`src/hdl/bar_pkg.sv`:
```
// package for the bump allocator with tail reclaim
// holds sizes, status and state codes, and the entry table word
// no dependencies
package bar_pkg;

    // table and arena sizes
    localparam int MAX_ENTRIES     = 128;
    localparam int MAX_ARENA_BYTES = 4096;
    localparam int IDX_W           = $clog2(MAX_ENTRIES);
    localparam int CNT_W           = $clog2(MAX_ENTRIES + 1);
    localparam int BYTE_W          = 13;
    localparam int OFF_W           = 12;
    localparam int SUM_W           = BYTE_W + 1;

    localparam logic [CNT_W-1:0]  ENTRIES_MAX = CNT_W'(MAX_ENTRIES);
    localparam logic [BYTE_W-1:0] ARENA_MAX   = BYTE_W'(MAX_ARENA_BYTES);
    localparam logic [BYTE_W-1:0] CAP_RESET   = 13'd128;

    // configuration register byte address
    localparam logic [2:0] CAP_ADDR = 3'd0;

    // command codes
    localparam logic CMD_ALLOC = 1'b0;
    localparam logic CMD_FREE  = 1'b1;

    // result status codes
    typedef enum logic [2:0] {
        ST_OK       = 3'd0,
        ST_FULL     = 3'd1,
        ST_NOSPACE  = 3'd2,
        ST_EMPTY    = 3'd3,
        ST_RANGE    = 3'd4,
        ST_INACTIVE = 3'd5
    } t_status;

    // sequencer states
    typedef enum logic [2:0] {
        S_IDLE,
        S_ALLOC,
        S_FREE_RD,
        S_FREE_CHK,
        S_SCAN1,
        S_SCAN2,
        S_RESP
    } t_state;

    // one entry table word
    typedef struct packed {
        logic              live;
        logic [BYTE_W-1:0] length;
        logic [OFF_W-1:0]  start;
    } t_entry;

    // operands of the shared add and compare unit
    typedef struct packed {
        logic [BYTE_W-1:0] a;
        logic [BYTE_W-1:0] b;
        logic [BYTE_W-1:0] limit;
    } t_alu_op;

endpackage

```
`src/hdl/bump_allocator_tail_reclaim.sv`:
```
// Bump allocator with tail reclaim. An allocate passes through the allocate and response states
// to the load of the result register. A free that reclaims makes two sweeps of the entry table
// through its single read port and the shared add and compare unit (first for a live entry
// starting above the freed one, then for the highest end of the live entries); a free that
// leaves the cursor makes only the first sweep. A free of an empty table or an index out of
// range goes straight to the response state; a free of an inactive entry stops after the read
// and check states. A result still waiting in the result register holds the sequencer in its
// response state. One item is in work at a time; the result register lets the next item be
// taken while a result waits. capacity_bytes sits at byte address 0.
// depends on bar_pkg, bar_alu, bar_table
module bump_allocator_tail_reclaim (
    input  logic        i_clk,
    input  logic        i_rst_n,
    // input channel
    input  logic        i_valid,
    output logic        o_stall,
    input  logic        i_cmd,
    input  logic [12:0] i_alloc_size,
    input  logic [6:0]  i_free_index,
    // output channel
    output logic        o_valid,
    input  logic        i_stall,
    output logic [2:0]  o_status,
    output logic [11:0] o_start_offset,
    output logic [6:0]  o_entry_slot,
    output logic        o_reclaimed,
    output logic [12:0] o_used_bytes,
    // configuration port
    input  logic        psel,
    input  logic        penable,
    input  logic        pwrite,
    input  logic [2:0]  paddr,
    input  logic [31:0] pwdata,
    output logic [31:0] prdata,
    output logic        pready
);

    localparam int IDX_W  = bar_pkg::IDX_W;
    localparam int CNT_W  = bar_pkg::CNT_W;
    localparam int BYTE_W = bar_pkg::BYTE_W;
    localparam int OFF_W  = bar_pkg::OFF_W;
    localparam int SUM_W  = bar_pkg::SUM_W;

    bar_pkg::t_state  r_state, n_state;
    bar_pkg::t_status r_status, n_status;

    logic [BYTE_W-1:0] r_cap;
    logic [BYTE_W-1:0] r_cursor, n_cursor;
    logic [CNT_W-1:0]  r_used, n_used;
    logic              r_cmd;
    logic [BYTE_W-1:0] r_size;
    logic [IDX_W-1:0]  r_idx;
    logic [OFF_W-1:0]  r_fstart, n_fstart;
    logic [CNT_W-1:0]  r_addr, n_addr;
    logic              r_rd_vld, n_rd_vld;
    logic              r_tail, n_tail;
    logic [BYTE_W-1:0] r_top, n_top;
    logic [OFF_W-1:0]  r_start, n_start;
    logic [IDX_W-1:0]  r_slot, n_slot;
    logic              r_recl, n_recl;

    logic              r_out_vld;
    bar_pkg::t_status  r_o_status;
    logic [OFF_W-1:0]  r_o_start;
    logic [IDX_W-1:0]  r_o_slot;
    logic              r_o_recl;
    logic [BYTE_W-1:0] r_o_used;

    logic              in_xfer;
    logic              out_take;
    logic              out_load;
    logic              cfg_wr;
    logic [BYTE_W-1:0] eff_cap;
    logic              scan_more;
    logic              alloc_ok;

    bar_pkg::t_alu_op  alu_op;
    logic [SUM_W-1:0]  alu_sum;
    logic              alu_gt;

    logic              mem_we;
    logic [IDX_W-1:0]  mem_waddr;
    bar_pkg::t_entry   mem_wdata;
    logic [IDX_W-1:0]  mem_raddr;
    bar_pkg::t_entry   mem_q;

    // handshakes
    assign o_stall  = (r_state != bar_pkg::S_IDLE);
    assign in_xfer  = i_valid && !o_stall;
    assign out_take = r_out_vld && !i_stall;
    assign out_load = (r_state == bar_pkg::S_RESP) && (!r_out_vld || !i_stall);

    // configuration port
    assign pready = 1'b1;
    assign cfg_wr = psel && penable && pwrite && pready && !paddr[2];
    assign prdata = paddr[2] ? 32'd0 : {{(32-BYTE_W){1'b0}}, r_cap};
    assign eff_cap = (r_cap > bar_pkg::ARENA_MAX) ? bar_pkg::ARENA_MAX : r_cap;

    always_ff @(posedge i_clk) begin
        if (!i_rst_n) begin
            r_cap <= bar_pkg::CAP_RESET;
        end else if (cfg_wr) begin
            r_cap <= pwdata[BYTE_W-1:0];
        end
    end

    // operand selection for the shared unit
    always_comb begin
        alu_op = '0;
        case (r_state)
            bar_pkg::S_ALLOC: begin
                alu_op.a     = r_cursor;
                alu_op.b     = r_size;
                alu_op.limit = eff_cap;
            end
            bar_pkg::S_SCAN1: begin
                alu_op.a     = BYTE_W'(mem_q.start);
                alu_op.b     = '0;
                alu_op.limit = BYTE_W'(r_fstart);
            end
            bar_pkg::S_SCAN2: begin
                alu_op.a     = BYTE_W'(mem_q.start);
                alu_op.b     = mem_q.length;
                alu_op.limit = r_top;
            end
            default: begin
                alu_op = '0;
            end
        endcase
    end

    bar_alu u_alu (
        .i_op  (alu_op),
        .o_sum (alu_sum),
        .o_gt  (alu_gt)
    );

    bar_table u_table (
        .i_clk   (i_clk),
        .i_we    (mem_we),
        .i_waddr (mem_waddr),
        .i_wdata (mem_wdata),
        .i_raddr (mem_raddr),
        .o_rdata (mem_q)
    );

    assign scan_more = (r_addr < r_used);
    assign alloc_ok  = (r_used < bar_pkg::ENTRIES_MAX) && (r_size != '0) && !alu_gt;

    // next state
    always_comb begin
        n_state = r_state;
        unique case (r_state)
            bar_pkg::S_IDLE: begin
                if (in_xfer) begin
                    if (i_cmd == bar_pkg::CMD_ALLOC) begin
                        n_state = bar_pkg::S_ALLOC;
                    end else if (r_used == '0 || CNT_W'(i_free_index) >= r_used) begin
                        n_state = bar_pkg::S_RESP;
                    end else begin
                        n_state = bar_pkg::S_FREE_RD;
                    end
                end
            end
            bar_pkg::S_ALLOC:   n_state = bar_pkg::S_RESP;
            bar_pkg::S_FREE_RD: n_state = bar_pkg::S_FREE_CHK;
            bar_pkg::S_FREE_CHK: begin
                n_state = mem_q.live ? bar_pkg::S_SCAN1 : bar_pkg::S_RESP;
            end
            bar_pkg::S_SCAN1: begin
                if (!scan_more && !r_rd_vld) begin
                    n_state = r_tail ? bar_pkg::S_SCAN2 : bar_pkg::S_RESP;
                end
            end
            bar_pkg::S_SCAN2: begin
                if (!scan_more && !r_rd_vld) begin
                    n_state = bar_pkg::S_RESP;
                end
            end
            bar_pkg::S_RESP: begin
                if (out_load) begin
                    n_state = bar_pkg::S_IDLE;
                end
            end
            default: n_state = bar_pkg::S_IDLE;
        endcase
    end

    // sequencer outputs and datapath updates
    always_comb begin
        n_status  = r_status;
        n_cursor  = r_cursor;
        n_used    = r_used;
        n_fstart  = r_fstart;
        n_addr    = r_addr;
        n_rd_vld  = 1'b0;
        n_tail    = r_tail;
        n_top     = r_top;
        n_start   = r_start;
        n_slot    = r_slot;
        n_recl    = r_recl;
        mem_we    = 1'b0;
        mem_waddr = r_idx;
        mem_wdata = mem_q;
        mem_raddr = r_addr[IDX_W-1:0];
        unique case (r_state)
            bar_pkg::S_IDLE: begin
                n_status = bar_pkg::ST_OK;
                n_start  = '0;
                n_slot   = '0;
                n_recl   = 1'b0;
                if (in_xfer && i_cmd == bar_pkg::CMD_FREE) begin
                    if (r_used == '0) begin
                        n_status = bar_pkg::ST_EMPTY;
                    end else if (CNT_W'(i_free_index) >= r_used) begin
                        n_status = bar_pkg::ST_RANGE;
                    end
                end
            end
            bar_pkg::S_ALLOC: begin
                mem_waddr = r_used[IDX_W-1:0];
                mem_wdata = '{live: 1'b1, length: r_size, start: r_cursor[OFF_W-1:0]};
                if (r_used >= bar_pkg::ENTRIES_MAX) begin
                    n_status = bar_pkg::ST_FULL;
                end else if (!alloc_ok) begin
                    n_status = bar_pkg::ST_NOSPACE;
                end else begin
                    mem_we   = 1'b1;
                    n_start  = r_cursor[OFF_W-1:0];
                    n_slot   = r_used[IDX_W-1:0];
                    n_cursor = alu_sum[BYTE_W-1:0];
                    n_used   = r_used + CNT_W'(1);
                end
            end
            bar_pkg::S_FREE_RD: begin
                mem_raddr = r_idx;
            end
            bar_pkg::S_FREE_CHK: begin
                // retire the entry and start the first sweep
                if (!mem_q.live) begin
                    n_status = bar_pkg::ST_INACTIVE;
                end else begin
                    mem_we         = 1'b1;
                    mem_wdata.live = 1'b0;
                    n_fstart       = mem_q.start;
                    n_addr         = '0;
                    n_tail         = 1'b1;
                end
            end
            bar_pkg::S_SCAN1: begin
                // any live entry above the freed one keeps the cursor
                n_rd_vld = scan_more;
                if (scan_more) begin
                    n_addr = r_addr + CNT_W'(1);
                end
                if (r_rd_vld && mem_q.live && alu_gt) begin
                    n_tail = 1'b0;
                end
                if (!scan_more && !r_rd_vld) begin
                    n_addr = '0;
                    n_top  = '0;
                end
            end
            bar_pkg::S_SCAN2: begin
                // highest end among live entries
                n_rd_vld = scan_more;
                if (scan_more) begin
                    n_addr = r_addr + CNT_W'(1);
                end
                if (r_rd_vld && mem_q.live && alu_gt) begin
                    n_top = alu_sum[BYTE_W-1:0];
                end
                if (!scan_more && !r_rd_vld) begin
                    n_cursor = r_top;
                    n_recl   = 1'b1;
                end
            end
            bar_pkg::S_RESP: begin
                n_rd_vld = 1'b0;
            end
            default: begin
                n_rd_vld = 1'b0;
            end
        endcase
    end

    // control and working registers
    always_ff @(posedge i_clk) begin
        if (!i_rst_n) begin
            r_state  <= bar_pkg::S_IDLE;
            r_cursor <= '0;
            r_used   <= '0;
            r_rd_vld <= 1'b0;
        end else begin
            r_state  <= n_state;
            r_cursor <= n_cursor;
            r_used   <= n_used;
            r_rd_vld <= n_rd_vld;
        end
    end

    always_ff @(posedge i_clk) begin
        r_status <= n_status;
        r_fstart <= n_fstart;
        r_addr   <= n_addr;
        r_tail   <= n_tail;
        r_top    <= n_top;
        r_start  <= n_start;
        r_slot   <= n_slot;
        r_recl   <= n_recl;
        if (in_xfer) begin
            r_cmd  <= i_cmd;
            r_size <= i_alloc_size;
            r_idx  <= i_free_index;
        end
    end

    // result register
    always_ff @(posedge i_clk) begin
        if (!i_rst_n) begin
            r_out_vld <= 1'b0;
        end else if (out_load) begin
            r_out_vld <= 1'b1;
        end else if (out_take) begin
            r_out_vld <= 1'b0;
        end
    end

    always_ff @(posedge i_clk) begin
        if (out_load) begin
            r_o_status <= r_status;
            r_o_start  <= r_start;
            r_o_slot   <= r_slot;
            r_o_recl   <= r_recl;
            r_o_used   <= r_cursor;
        end
    end

    assign o_valid        = r_out_vld;
    assign o_status       = r_o_status;
    assign o_start_offset = r_o_start;
    assign o_entry_slot   = r_o_slot;
    assign o_reclaimed    = r_o_recl;
    assign o_used_bytes   = r_o_used;

`ifndef SYNTHESIS
    // cursor never runs past the arena
    a_cursor_bound: assert property (@(posedge i_clk) disable iff (!i_rst_n)
        r_cursor <= bar_pkg::ARENA_MAX)
        else $error("arena cursor beyond arena size");

    // table count never runs past the table
    a_used_bound: assert property (@(posedge i_clk) disable iff (!i_rst_n)
        r_used <= bar_pkg::ENTRIES_MAX)
        else $error("entry count beyond table size");

    // a granted allocate bumps the count by one
    a_alloc_count: assert property (@(posedge i_clk) disable iff (!i_rst_n)
        (r_state == bar_pkg::S_ALLOC && alloc_ok) |=> (r_used == $past(r_used) + CNT_W'(1)))
        else $error("allocate did not advance entry count");

    // only allocates touch the count, and only frees reclaim
    a_free_count: assert property (@(posedge i_clk) disable iff (!i_rst_n)
        (r_state != bar_pkg::S_ALLOC && r_state != bar_pkg::S_IDLE) |=> $stable(r_used))
        else $error("entry count changed outside allocate");

    // a reclaimed result is always a successful free
    a_recl_ok: assert property (@(posedge i_clk) disable iff (!i_rst_n)
        (out_load && r_recl) |-> (r_status == bar_pkg::ST_OK && r_cmd == bar_pkg::CMD_FREE))
        else $error("reclaim flagged on a failed or allocate item");
`endif

endmodule

```
`src/hdl/bar_alu.sv`:
```
// shared add and compare unit of the bump allocator
// forms a + b and flags a sum above the limit
// depends on bar_pkg
module bar_alu (
    input  bar_pkg::t_alu_op           i_op,
    output logic [bar_pkg::SUM_W-1:0]  o_sum,
    output logic                       o_gt
);

    // one wide add and one compare
    always_comb begin
        o_sum = bar_pkg::SUM_W'(i_op.a) + bar_pkg::SUM_W'(i_op.b);
        o_gt  = o_sum > bar_pkg::SUM_W'(i_op.limit);
    end

endmodule

```
`src/hdl/bar_table.sv`:
```
// entry table of the bump allocator
// one write port, one read port with registered data
// depends on bar_pkg
module bar_table (
    input  logic                       i_clk,
    input  logic                       i_we,
    input  logic [bar_pkg::IDX_W-1:0]  i_waddr,
    input  bar_pkg::t_entry            i_wdata,
    input  logic [bar_pkg::IDX_W-1:0]  i_raddr,
    output bar_pkg::t_entry            o_rdata
);

    bar_pkg::t_entry r_mem [bar_pkg::MAX_ENTRIES];
    bar_pkg::t_entry r_q;

    // write port
    always_ff @(posedge i_clk) begin
        if (i_we) begin
            r_mem[i_waddr] <= i_wdata;
        end
    end

    // registered read port
    always_ff @(posedge i_clk) begin
        r_q <= r_mem[i_raddr];
    end

    assign o_rdata = r_q;

endmodule
```
`config.mk`:
```
export PLATFORM = sky130hd
export DESIGN_NAME = bump_allocator_tail_reclaim
export DESIGN_NICKNAME = d
export VERILOG_FILES = /design/src/hdl/bar_pkg.sv /design/src/hdl/bump_allocator_tail_reclaim.sv /design/src/hdl/bar_alu.sv /design/src/hdl/bar_table.sv
export SDC_FILE = /design/constraint.sdc
export NUM_CORES = 2
export LEC_CHECK = 0
export BUFFER_PORTS_ARGS = -buffer_cell sky130_fd_sc_hd__buf_2
export CAP_MARGIN = 40
export CORE_MARGIN = 2
export CORE_UTILIZATION = 39
export CTS_CLUSTER_DIAMETER = 100
export DETAILED_ROUTE_END_ITERATION = 8
export PLACE_DENSITY = 0.63
export SYNTH_ARGS = -nofsm -noshare
export SYNTH_HDL_FRONTEND = slang
export SYNTH_SLANG_ARGS = --single-unit
```
`constraint.sdc`:
```
create_clock -name i_clk -period 24.1 [get_ports i_clk]
set_input_delay 6.025 -clock i_clk [delete_from_list [all_inputs] [get_ports i_clk]]
set_output_delay 6.025 -clock i_clk [all_outputs]
set_load 0.01 [all_outputs]
```
* Word-level counts from Yosys, hierarchy flattened
Memory sizes are Yosys's and may differ from the RTL's. A register that Yosys moved wholly into a read port is not among the register bits.
Cells that the tools add are included.
** Storage, ports and cells
- Flip-flop bits (word level) :: 152
- Latch bits :: 0
- Memory bits (writable) :: 3328
- Memory bits (read-only) :: 0
- Bits of input ports :: 63
- Output and inout bits :: 71
- Word-level logic and storage cells :: 147
- Memories kept :: 1
** Memory list
- u_table.r_mem :: words 128, width 26, rd ports 1, clocked after Yosys merged registers in 1, wr ports 1, line bar_table.sv:13 : bar_pkg::t_entry r_mem [bar_pkg::MAX_ENTRIES];
** Operators by class
- Add/subtract/negate cells :: 3
- Multiply operators :: 0
- Div/mod/pow operators :: 0
- Magnitude comparators :: 6
- Equality and inequality tests :: 17
- Shift operators :: 0
- Multiplexer cells :: 53
- Bitwise gates (word level) :: 1
- Reduce and logical (&&, ||, !) cells :: 45
** Operator list (number)
- case mux 39 bit (3 select lines) :: 1
- two-way mux 13 bit :: 7
- case mux 13 bit (2 select lines) :: 2
- two-way mux 3 bit :: 12
- two-way mux 7 bit :: 4
- two-way mux 25 bit :: 1
- two-way mux 12 bit :: 2
- two-way mux 8 bit :: 3
- case mux 12 bit (2 select lines) :: 1
- case mux 8 bit (3 select lines) :: 1
- case mux 3 bit (7 select lines) :: 1
- inequality test 2 bit, second input constant :: 9
- adder 8 x 1 -> 8 bit, second input constant :: 2
- AND reduction 3 bit :: 5
- adder 13 x 13 -> 14 bit :: 1
- greater-than comparator 14 x 13 -> 1 bit :: 1
- case mux 7 bit (2 select lines) :: 1
- greater-than comparator 13 bit, second input constant :: 1
- nonzero test 13 bit :: 1
- logical AND 1 bit :: 12
- nonzero test 2 bit :: 6
- two-way mux 1 bit :: 10
- == test 3 bit, second input constant :: 3
- case mux 3 bit (3 select lines) :: 1
- 19 further kinds :: 37

* Logic depth before layout (Yosys ltp)
- Depth in word-level cells :: 12
- Depth in mapped cells :: 27
- Depth with buffers taken out :: 22

* By module
Synthesis repeated with hierarchy kept, for this count alone.
** Unflattened totals
- Cell total of the unflattened synthesis :: 5672
- Area, all modules :: 135236.0 sq um
** By module, submodules not included
- bar_table :: instances 1, cells each 4902, area an instance 127098.1 sq um
- bump_allocator_tail_reclaim :: instances 1, cells each 663, area an instance 7297.0 sq um
- bar_alu :: instances 1, cells each 107, area an instance 840.8 sq um

* Worst setup path before layout
OpenSTA, ideal clock, no wires.
- Path type :: input port to output port
- Start point :: in paddr[2]
- End point :: out prdata[10]
- Arrival :: 6409 ps
- Data required time :: 18075 ps
- Setup slack :: 11666 ps
- Stages :: 2
- Path through :: clkbuf_1 > nor2b_1
** On the way
- Cells in the longest elaborated chain, start to end :: 1
** Ends and longest elaborated chain
- start, declared :: line bump_allocator_tail_reclaim.sv:32 : input logic [2:0] paddr,
- two-way mux 13 bit :: line bump_allocator_tail_reclaim.sv:96 : assign prdata = paddr[2] ? 32'd0 : {{(32-BYTE_W){1'b0}}, r_cap};
- end, declared :: line bump_allocator_tail_reclaim.sv:34 : output logic [31:0] prdata,
Every way passes these cells.

* Worst setup path in the final report
- Start point :: in paddr[2]
- End point :: out prdata[0]
The elaborated chain is that of the path after synthesis.

==> impl_metrics.yaml <==
pwr:
  intPower_uw: 12510
  p_sw_frac: 0.3481
  combPwrFrac: 0.310
  power.switching_uw: 6683
  power_frac_seq: 0.415
  power.density_mw_per_mm2: 123.2
  p_clk_frac: 0.275
  ir_drop_v: 0.0001291
  p_leak_uw: 0.04975
cts:
  clk_latency_ns: 0.92
  numCtsBuffers: 350
  cts_tree: "built"
  cts_root_buf: "clkbuf_16"
  cts.path.max_buffers: 4
  path_clk_slew_ns: 0.06
  clock-sinks: 3506
  htree_levels: 5
  holdBufCountCts: 0
  cts_setup_buffers: 0
  cts_resized: 0
worst_setup_path:
  critPathTopFamily: "buffers and inverters"
  cp_cell_sequence: "buf_2 -> nor2b_1 -> buf_2"
  cp.required_ns: 18.07
  crit_cells: 3
  crit_arrival_ns: 6.49
  critPathMaxFanout: 15
  crit_top_cell: "buf_2"
  cp-start-kind: "primary input"
  path_class: "primary input to primary output"
  timing.rr.end: "u_table.r_mem[82][10]"
  r2r_slack_ns: 15.06
  path_buf_inv: 2
  cp_slowest_cell: "buf_2"
  reg2reg_from: "r_state[2]"
  reg2reg_depth: 28
  critical_path.max_stage_delay_ns: 0.18
  cp-end-kind: "primary output"
synthesis:
  synth_top_cell_area_share: 0.7572
  synthTopCellsByArea: "edfxtp_1, mux4_2, nand2_1"
  synth-seq-cells: 3506
  yosysTopAreaCell: "edfxtp_1"
  synth_flop_cell: "edfxtp_1"
  ys.warnings.count: 0
  synth_edf_count: 3441
  avgSynthCellArea_um2: 18.60
  synthTopCellsByCount: "edfxtp_1, nand2_1, mux4_2"
  async_reset_ff_frac: 0
  synth_most_common_cell: "edfxtp_1"
  netlist_area_mm2: 0.1365
  ys_types: 75
  synth_cells: 7337
  ys_seq_area_frac: 0.7668
global_routing:
  grtUsageTotal: 0.2167
  grtUsageMet1: 0.2951
  met2_usage: 0.3347
  grt_max_degree: 141
  grt_pass1_wl_mm: 551.0
  grt_use_met3: 0.05055
  antenna_found_initial: 21
  first_global_vias: 73050
  gr-max-usage-layer: "met2"
  grt.overflow.total: 0
placed_design:
  place_congestion: 0.8967
  dp_hpwl_mm: 230.5
  io_buffer_count: 92
timing:
  fin_setup_tns_ns: 0
  slew_viol_final: 0
  fin_crit_ns: 12.51
  finClkSkew_ns: 0.04898
  maxSlewHeadroom: 0.2652
  setup_viol: 0
  grt_setup_unrepaired: "false"
  period_share: 0.5192
  fmax_ghz: 0.07991
  tightest_slew_ns: 1.092
  hold_viol_final: 0
final_layout:
  n_fill_cell: 29370
  fin_nets: 7825
  fin_util: 0.4465
  syn_to_final_growth_pct: 14.16
  drive_above_1_share: 0.2202
  multi_input_area_mm2: 0.03046
  seqCellArea_mm2: 0.1046
die:
  io-pin-count: 134
  dieArea_mm2: 0.3546
  core_mm2: 0.3489
  rows: 217
  initial_core_util: 0.3911
  die_h_um: 595.5
  die_w_um: 595.5
detailed_routing:
  drc_errors: 3
  ant_nets: 0
  drt_first_iter_violations: 11250
  postRouteWirelength_mm: 393.5
  drt-wirelength-per-cell_um: 31.19
  dr.pass1.iters: 9
  num_vias: 75030
  vias_per_cell: 5.948
run_status:
  violations: "design-rule violations"
  status: "complete, but fails checks"
job:
  maxCapViolations: 0
min_path:
  whs_path_depth: 0
  min_from: "r_start[4]"
  whs_endpoint: "o_start_offset[4]"
  hold_path_class: "flop to flop"
==> cell usage in the layout (no fill, tap or decap), types with 21 or more instances in the layout <==
cell type and instances:
clkbuf_16 354, a32oi_1 54, ha_1 43, edfxtp_1 3441
nand4_1 85, a21o_1 25, clkinv_1 82, a21oi_1 103
a211oi_1 27, clkbuf_1 76, dfxtp_1 65, a221oi_1 44
buf_4 310, nand2_1 939, nor2_1 92, clkinv_2 57
and3_1 35, a22oi_1 113, buf_2 110, o2111ai_1 26
inv_1 37, nor4_2 21, mux4_2 618, a31oi_1 82
mux2i_1 157, nor3_1 54, nand3_1 344, nor4_1 30
o21ai_0 58, o22ai_1 36, and2_1 24, nor3_2 112
bufinv_16 25
==> metal layers <==
metal,up-vias,share of wire
li1,30500,-
met1,39420,0.38
met2,4378,0.46
met3,732,0.11
met4,6,0.047
met5,-,0.000099
==> cells by family (layout without fill, tap and decap cells) <==
family                   after synthesis  count (layout)  synth area share
flip-flops                          3506            3506            0.7668
AND/OR/NAND/NOR                     1813            1813           0.05951
multiplexers                         793             793            0.1152
AO/OA/AOI/OAI                        674             674           0.03472
buffers and inverters                489            1132           0.01862
adder cells (fa/ha/maj)               44              44          0.004090
XOR/XNOR                              16              16          0.001027
other                                  2              38        0.00005504
==> flip-flops by register name, summed over array words and instances (netlist names), 3 cells and up <==
signal	cells
r_state	3
o_used_bytes	13
r_addr	8
r_start	12
r_fstart	12
r_cursor	13
r_slot	7
r_idx	7
o_start_offset	12
r_cap	13
r_top	13
r_used	8
o_status	3
u_table.o_rdata	26
r_size	13
o_entry_slot	7
r_status	3
u_table.r_mem	3328
==> power by group through the flow <==
stage	logic (uW)	registers, uW	clock network [uW]
floorplan	3260	8150	0
finish	5950	7960	5290
detailed placement	5840	8090	0
global placement	5590	8090	0
CTS	5850	7960	5340
global route	6180	7960	5570
==> final cells by class <==
cell class,instances,area share
flip-flops and latches,3506,0.6717
inverters,37,0.0008916
clock buffers,432,0.05888
multi-input cells,3360,0.1956
well taps,4599,0.03694
diodes,18,0.0002892
clock inverters,200,0.01153
repair buffers,463,0.02422
==> through the flow <==
| stage | power [uW] | cell area, um2 | instances | setup slack [ns] | hold slack, ns |
|---|---|---|---|---|---|
| 2_1_floorplan | 11420 | 136500 | 7355 | 11.67 | 0.4003 |
| 4_1_cts | 19160 | 155500 | 12580 | 11.59 | 0.4221 |
| 5_1_grt | 19720 | 155700 | 12600 | 11.55 | 0.4310 |
| 3_3_place_gp | 13680 | 143900 | 11890 | 11.60 | 0.4071 |
| 3_5_place_dp | 13930 | 144600 | 11950 | 11.59 | 0.4045 |
| 6_report | 19200 | 155800 | 12620 | 11.59 | 0.4194 |
==> how the worst max path moves through the flow <==
stage | startpoint | end | slack, ns
after floorplan | paddr[2] | prdata[10] | 11.67
after global placement | paddr[2] | prdata[12] | 11.60
after detailed placement | paddr[2] | prdata[0] | 11.59
after CTS | paddr[2] | prdata[0] | 11.59
after global routing | paddr[2] | prdata[8] | 11.55
final | paddr[2] | prdata[0] | 11.59
Power figures use the tool's default switching activity.
